===== src/hdl/htd_pkg.sv =====
package htd_pkg;

	// Size of the node store and the longest code that an add may carry.
	localparam int MAX_NODES       = 1024;
	localparam int MAX_CODE_LENGTH = 32;

	localparam int NODE_AW = $clog2(MAX_NODES);
	localparam int USED_W  = $clog2(MAX_NODES + 1);

	// Fixed field widths of the channels.
	localparam int CMD_W     = 2;
	localparam int SYM_W     = 16;
	localparam int LEN_W     = 6;
	localparam int CODE_W    = 32;
	localparam int BYTE_W    = 8;
	localparam int STATUS_W  = 3;
	localparam int OUT_SYM_W = 8;

	localparam int CODE_IW = $clog2(CODE_W);
	localparam int BYTE_IW = $clog2(BYTE_W);

	localparam logic [SYM_W-1:0] END_CODE_RST = SYM_W'(256);

	typedef enum logic [CMD_W-1:0] {
		CMD_CLEAR  = 2'd0,
		CMD_ADD    = 2'd1,
		CMD_BYTE   = 2'd2,
		CMD_FINISH = 2'd3
	} cmd_t;

	typedef enum logic [STATUS_W-1:0] {
		ST_SYMBOL  = 3'd0,
		ST_END     = 3'd1,
		ST_INVALID = 3'd2,
		ST_NO_END  = 3'd3,
		ST_FULL    = 3'd4
	} status_t;

	// One tree node; a child index of zero means no child.
	typedef struct packed {
		logic [NODE_AW-1:0]   child1;
		logic [NODE_AW-1:0]   child0;
		logic                 term;
		logic                 is_end;
		logic [OUT_SYM_W-1:0] sym;
	} node_t;

	// Commands from the controller to the datapath.
	typedef struct packed {
		logic    load;
		logic    clear;
		logic    descend;
		logic    rd_root;
		logic    alloc;
		logic    wr_fin;
		logic    wr_back;
		logic    save_walk;
		logic    stop;
		logic    emit;
		status_t emit_status;
		logic    flush;
	} dp_cmd_t;

	// Status from the datapath to the controller.
	typedef struct packed {
		cmd_t in_cmd;
		logic len_ok;
		logic stopped;
		logic rem_zero;
		logic chk;
		logic term;
		logic is_end;
		logic child_zero;
		logic full;
		logic pend_valid;
		logic can_push;
	} dp_stat_t;

endpackage


===== src/hdl/htd_ctrl.sv =====
module htd_ctrl import htd_pkg::*; (
	input  logic     clk,
	input  logic     arst_n,
	input  logic     in_valid,
	input  dp_stat_t stat,
	output logic     in_ready,
	output dp_cmd_t  cmd
);

	typedef enum logic [3:0] {
		S_IDLE  = 4'b0001,
		S_ADD   = 4'b0010,
		S_DEC   = 4'b0100,
		S_FLUSH = 4'b1000
	} state_t;

	state_t state_q;
	state_t state_d;
	logic   accept;

	assign in_ready = (state_q == S_IDLE);
	assign accept   = in_valid && in_ready;

	always_comb begin
		state_d = state_q;
		cmd     = '0;
		case (state_q)
			S_IDLE: begin
				if (accept) begin
					cmd.load = 1'b1;
					case (stat.in_cmd)
						CMD_CLEAR: begin
							cmd.clear = 1'b1;
						end
						CMD_ADD: begin
							if (stat.len_ok) begin
								state_d = S_ADD;
							end
						end
						CMD_BYTE: begin
							if (!stat.stopped) begin
								state_d = S_DEC;
							end
						end
						default: begin
							if (!stat.stopped) begin
								cmd.emit        = 1'b1;
								cmd.emit_status = ST_NO_END;
								cmd.stop        = 1'b1;
								state_d         = S_FLUSH;
							end
						end
					endcase
				end
			end
			S_ADD: begin
				if (stat.rem_zero) begin
					cmd.wr_fin = 1'b1;
					state_d    = S_IDLE;
				end else if (!stat.child_zero) begin
					cmd.descend = 1'b1;
				end else if (stat.full) begin
					// Keep a node allocated by this entry consistent in the store.
					cmd.emit        = 1'b1;
					cmd.emit_status = ST_FULL;
					cmd.wr_back     = 1'b1;
					state_d         = S_FLUSH;
				end else begin
					cmd.alloc = 1'b1;
				end
			end
			S_DEC: begin
				if (!stat.pend_valid || stat.can_push) begin
					if (stat.chk && stat.term) begin
						cmd.emit = 1'b1;
						if (stat.is_end) begin
							cmd.emit_status = ST_END;
							cmd.stop        = 1'b1;
							state_d         = S_FLUSH;
						end else begin
							cmd.emit_status = ST_SYMBOL;
							cmd.rd_root     = 1'b1;
						end
					end else if (stat.rem_zero) begin
						cmd.save_walk = 1'b1;
						state_d       = S_FLUSH;
					end else if (stat.child_zero) begin
						cmd.emit        = 1'b1;
						cmd.emit_status = ST_INVALID;
						cmd.stop        = 1'b1;
						state_d         = S_FLUSH;
					end else begin
						cmd.descend = 1'b1;
					end
				end
			end
			S_FLUSH: begin
				if (!stat.pend_valid) begin
					state_d = S_IDLE;
				end else if (stat.can_push) begin
					cmd.flush = 1'b1;
					state_d   = S_IDLE;
				end
			end
			default: begin
				state_d = S_IDLE;
			end
		endcase
	end

	always_ff @(posedge clk or negedge arst_n) begin
		if (!arst_n) begin
			state_q <= S_IDLE;
		end else begin
			state_q <= state_d;
		end
	end

	a_idle_empty: assert property (@(posedge clk) disable iff (!arst_n)
		(state_q == S_IDLE) |-> !stat.pend_valid)
		else $error("result left held after an item");

	a_emit_room: assert property (@(posedge clk) disable iff (!arst_n)
		cmd.emit |-> (!stat.pend_valid || stat.can_push))
		else $error("result emitted with no room to move the held one");

	a_state_onehot: assert property (@(posedge clk) disable iff (!arst_n)
		$onehot(state_q))
		else $error("controller state is not one-hot");

endmodule


===== config.mk =====
export PLATFORM = sky130hd
export DESIGN_NAME = htd_ctrl
export DESIGN_NICKNAME = d
export VERILOG_FILES = /design/src/hdl/htd_pkg.sv /design/src/hdl/htd_ctrl.sv
export SDC_FILE = /design/constraint.sdc
export NUM_CORES = 1
export LEC_CHECK = 0
export BUFFER_PORTS_ARGS = -buffer_cell sky130_fd_sc_hd__buf_2
export CAP_MARGIN = 30
export CORE_MARGIN = 3
export CORE_UTILIZATION = 30
export CTS_BUF_LIST = sky130_fd_sc_hd__clkbuf_4 sky130_fd_sc_hd__clkbuf_8 sky130_fd_sc_hd__clkbuf_16
export CTS_CLUSTER_SIZE = 14
export DETAILED_ROUTE_END_ITERATION = 7
export PLACE_DENSITY = 0.6
export SETUP_SLACK_MARGIN = 0.2
export SLEW_MARGIN = 20
export SYNTH_ARGS = -nofsm -noshare
export SYNTH_HDL_FRONTEND = slang
export SYNTH_SLANG_ARGS = --single-unit

===== constraint.sdc =====
create_clock -name clk -period 1.4 [get_ports clk]
set_input_delay 0.14 -clock clk [delete_from_list [all_inputs] [get_ports clk]]
set_output_delay 0.14 -clock clk [all_outputs]
set_load 0.01 [all_outputs]

* Word-level counts from Yosys, hierarchy flattened
Index checks and enable logic that the tools add are counted.
** Cells by class
- Add/subtract/negate cells :: 0
- $mul :: 0
- Divide/modulo/power cells :: 0
- Order comparisons :: 0
- Eq/ne operators :: 17
- Shifts and indexed selects :: 0
- Muxes and demuxes :: 54
- Bitwise logic cells :: 0
- Reductions and logical operators :: 7
** Operators by type and width (count)
- $mux 4 :: 17
- $mux 5 :: 6
- $pmux 4 s3 :: 2
- $mux 1 :: 21
- $ne 3x3->1 const B :: 6
- $pmux 4 s4 :: 1
- $reduce_and 11->1 :: 1
- $mux 2 :: 3
- $mux 6 :: 1
- $eq 4x1->1 const B :: 1
- $eq 4x2->1 const B :: 1
- $eq 4x3->1 const B :: 1
- $eq 4x4->1 const B :: 1
- $ne 2x2->1 const B :: 2
- $ne 4x4->1 const B :: 1
- $pmux 1 s2 :: 2
- $mux 3 :: 1
- $ne 3x2->1 const B :: 1
- $reduce_or 3->1 :: 1
- $eq 2x1->1 const B :: 1
- $eq 2x2->1 const B :: 1
- $logic_and 1x1->1 :: 2
- $logic_not 2->1 :: 1
- $ne 2x1->1 const B :: 1
- other kinds (2) :: 2
** Word-level totals
- Register bits :: 4
- Bits in latches :: 0
- Memory bits (writable) :: 0
- ROM bits :: 0
- Input port bits :: 15
- Output and inout bits :: 15
- Word-level logic and storage cells :: 79
- Memories :: 0

* Logic depth before layout (Yosys ltp)
- Depth after elaboration :: 5
- Mapped depth :: 7

* Least setup slack after synthesis
OpenSTA, ideal clock, no wires.
- Path kind :: flip-flop to output port
- From :: register state_q[0]
- To :: output port cmd[2] in the netlist's numbering
- Arrival :: 1.569 ns
- Data required time :: 1.260 ns
- Path slack :: -0.309 ns
- Cell stages (with the launch flop) :: 6
- Path buffers :: 0
- Cell sequence :: dfstp_2 > nor4b_4 > inv_2 > nor2_1 > nand3b_1 > o21ai_0
** RTL lines
- from (decl) :: RTL line htd_ctrl.sv:17 : state_t state_q;
- from (signal assigned) :: RTL line htd_ctrl.sv:115 : state_q <= state_d;
- to (decl) :: RTL line htd_ctrl.sv:7 : output dp_cmd_t cmd

==> impl_results.rst <==
.. list-table::
   :header-rows: 1

   * - Metric
     - Value
   * - Biggest register
     - state_q
   * - Summed instance area of the synthesized netlist
     - around 540 sq um
   * - Worst r2r path cells
     - 7
   * - Number of routed nets with antenna violations
     - 0
   * - Lkg Pwr
     - 0.582 nW
   * - Drc violations
     - 0
   * - NumNets Final
     - 154
   * - FP Rows
     - 14
   * - Outcome
     - complete, but fails checks
   * - Source-to-sink clock delay at the later pin of the worst-skew pair
     - 230 ps
   * - Post-synth EDFFs
     - 0
   * - Share of async-settable or async-resettable flops after synthesis
     - between 90% and 100%
   * - Post-place setup slack
     - -213 ps
   * - Maximum capacitance violations
     - 0
   * - Failing checks
     - setup timing
   * - Final Non-Filler Cells
     - roughly 160
   * - Sum of overflow across all layers after global routing
     - 0
   * - Final hold vios
     - 0
   * - Area added between synthesis and finish
     - 93.2%
   * - Max-slew headroom
     - 70.9%
   * - Worst-case clock skew
     - 4.00 ps
   * - Pre-Repair DR Iteration Count
     - 4
   * - Worst flop-to-flop path endpoint
     - state_q[2]
   * - Yosys synthesis warning count
     - 0
   * - Number of antenna diodes
     - 0
   * - Clock buffer depth
     - 2
   * - Number of distinct library cell variants in the gate-level netlist after synthesis
     - 26
   * - Count of state elements after synthesis
     - 4
   * - Count of input and output buffers
     - 29
   * - Area leader, netlist
     - dfrtp_1
   * - Ranking of synthesized cells by instance count
     - nand2_1 (13), inv_1 (7), nor2_1 (6), ha_1 (5)
   * - Endpoint required time on the critical path
     - 1260 ps
   * - Number of cells produced by synthesis
     - between 70 and 80
   * - Worst-case hold slack
     - between 200 and 250 ps
   * - Die boundary width
     - slightly below 50 um
   * - Critical path launch point type
     - flop
   * - I/O Pins
     - 30
   * - Classification of the worst-slack hold path
     - in2async
   * - All-layer global routing usage
     - 17.4%
   * - Max Transition Viols Final
     - 0
   * - Worst setup path endpoint
     - cmd[11]
   * - Part of the Yosys area used for sequential elements
     - between 10% and 20%
   * - Power density over the cells
     - 1530 nW/um^2
   * - Max frequency
     - 0.559 GHz
   * - Nets in the synthesized netlist
     - 92
   * - Initial antenna violation count
     - 0
   * - Critical register-to-register path startpoint
     - state_q[0]
   * - Post-place instance area
     - just over 800 sq um
   * - Worst-path maximum fanout
     - 6
   * - Tmin final
     - between 1500 and 2000 ps
   * - Setup-violating endpoint count in the final report
     - 19
   * - Wire length of the first global-routing pass
     - around 3300 um
   * - Standard cell core area
     - 1590 sq um
   * - Reg2Reg Setup Slack
     - -330 ps
   * - Die boundary height
     - slightly below 50 um
   * - Area share of the largest cell type after synthesis
     - approximately 14%
   * - Clock tree from TritonCTS
     - yes
   * - Cell with the most instances after synthesis
     - nand2_1
   * - Number of flip-flops in the largest register
     - 4
   * - Total clock sinks
     - 4
   * - Arr. time, crit path
     - around 1700 ps
   * - Final period utilization
     - 128%
   * - HPWL after DPL
     - 1270 um
   * - Area used by multi-input combinational logic
     - 440 sq um
   * - CP Class
     - reg2out
   * - Die footprint
     - approximately 2300 sq um
   * - Register area
     - 104 sq um
   * - Initial DRC count
     - 5
   * - Unrepaired setup endpoints after global routing
     - true
   * - Most used flip-flop cell after synthesis
     - dfrtp_1
   * - Final routed wirelength across all metal layers
     - between 1500 and 2000 um
   * - Wire per inst
     - between 10 and 15 um
   * - H-tree levels
     - 1
   * - Worst path setup slack after routing
     - -390 ps
   * - Timing startpoint of the critical path
     - state_q[3]
   * - Initial cell density of the core
     - 33.7%
   * - Top cells by area in the synthesized netlist
     - dfrtp_1 (14%), ha_1 (12%), nand2_1 (9.1%)
   * - Syn_area_per_cell
     - about 7.5 sq um
   * - DP Cell Count
     - about 140
   * - Share of layout cells above drive strength 1
     - 57.1%
   * - Routability-driven placement congestion ratio
     - around 0.73
   * - Count of filler cells inserted in the layout
     - between 100 and 150
   * - Reg clk slew, reported paths
     - ~40 ps
   * - Total number of vias
     - ~750
   * - Area of all placed cells without fillers
     - slightly above 1000 sq um
   * - Vias per Instance
     - 4.75
   * - Root buf cell
     - clkbuf_4
   * - Maximum ir drop on the vdd rail
     - roughly 0.8 mV
   * - Largest regs
     - state_q (4)
   * - TritonCTS Buffers
     - 3
   * - Type of destination of the critical path
     - output port
   * - Number of global-route vias before repair
     - ~760
   * - Transition time at the pin with the least slew margin
     - between 400 and 500 ps
   * - Pin count of the biggest net entering global routing
     - 7
-- how the worst min path moves through the flow --
stage / slack [ps] / to / from / depth (start not counted)
6_report: 240 / state_q[1] / arst_n / 2
5_1_grt: 270 / state_q[1] / arst_n / 2
4_1_cts: 240 / state_q[1] / arst_n / 2
3_5_place_dp: -50 / state_q[1] / arst_n / 1
3_3_place_gp: -60 / state_q[1] / arst_n / 1
2_1_floorplan: -160 / state_q[1] / arst_n / 0
-- critical path, cell delays in order (launching register included) --
cell	delay, ps
dfrtp_2	430
nor4b_2	300
buf_4	200
and2_4	170
a21oi_1	60
nor3_1	110
buf_2	150
-- cells by family (layout without fill, tap and decap cells) --
group                      after synthesis  in the layout  share of synthesized area, %
and+or+nand+nor                         40             40                          44.8
muxes                                    1              1                          1.86
buffers and inverters                    8             69                          5.59
adders and majority gates                5              5                          11.7
DFF                                      4              4                          18.9
AOI/OAI and AO/OA                       14             14                          17.2
-- placed cells by master, fill, tap and decap left out, types with 2 or more instances in the layout --
cell      synthesis  routed
buf_2             0      26
ha_1              5       5
and3_1            4       3
buf_6             0      10
nor2_1            6       5
clkbuf_4          0       4
nand2_2           0       2
a21oi_1           3       3
o21ai_1           4       7
nand2_1          13      10
nor4b_2           2       2
nor2b_1           2       2
nor3_1            3       2
buf_4             0      20
inv_1             7       7
nand2b_1          3       2
dfrtp_2           0       2
-- per-stage QoR --
stage	util (%)	total power, mW	setup TNS (ps)
detailed placement	51.3	0.883	-1510
CTS	63.0	1.48	-5050
floorplan	-	0.609	-1730
global placement	51.3	0.871	-1300
global route	65.1	1.70	-7390
finish	65.1	1.59	-5620
-- what timing repair did --
action / CTS / global route
hold buffers: 1 / 0
resized for setup: 19 / 3
setup buffers: 11 / 3
endpoints found under the hold margin: 4 / 0
setup endpoints to repair: 19 / 19
pin swaps: 8 / 4
-- final cells by class --
type                       instances  share of cell area (%)
clock buffer                       4                    2.90
sequential                         4                    10.0
inverter                           8                    2.90
tap                               24                    2.90
multi-input combinational         60                    42.5
timing repair buffer              57                    38.8
-- power breakdown --
part	internal [mW]	switching [mW]	leakage, nW
combinational	0.707	0.474	0.515
clock	0.126	0.0455	0.0184
sequential	0.175	0.0578	0.0481
-- metal layers --
metal	global-route usage, %	part of all wire, %	vias up
li1	-	-	376
met4	10.9	2.9	0
met3	1.84	4.3	6
met1	19.4	39	341
met5	0	0	-
met2	31.4	54	22
No activity file was read; power rests on OpenSTA's default activity.
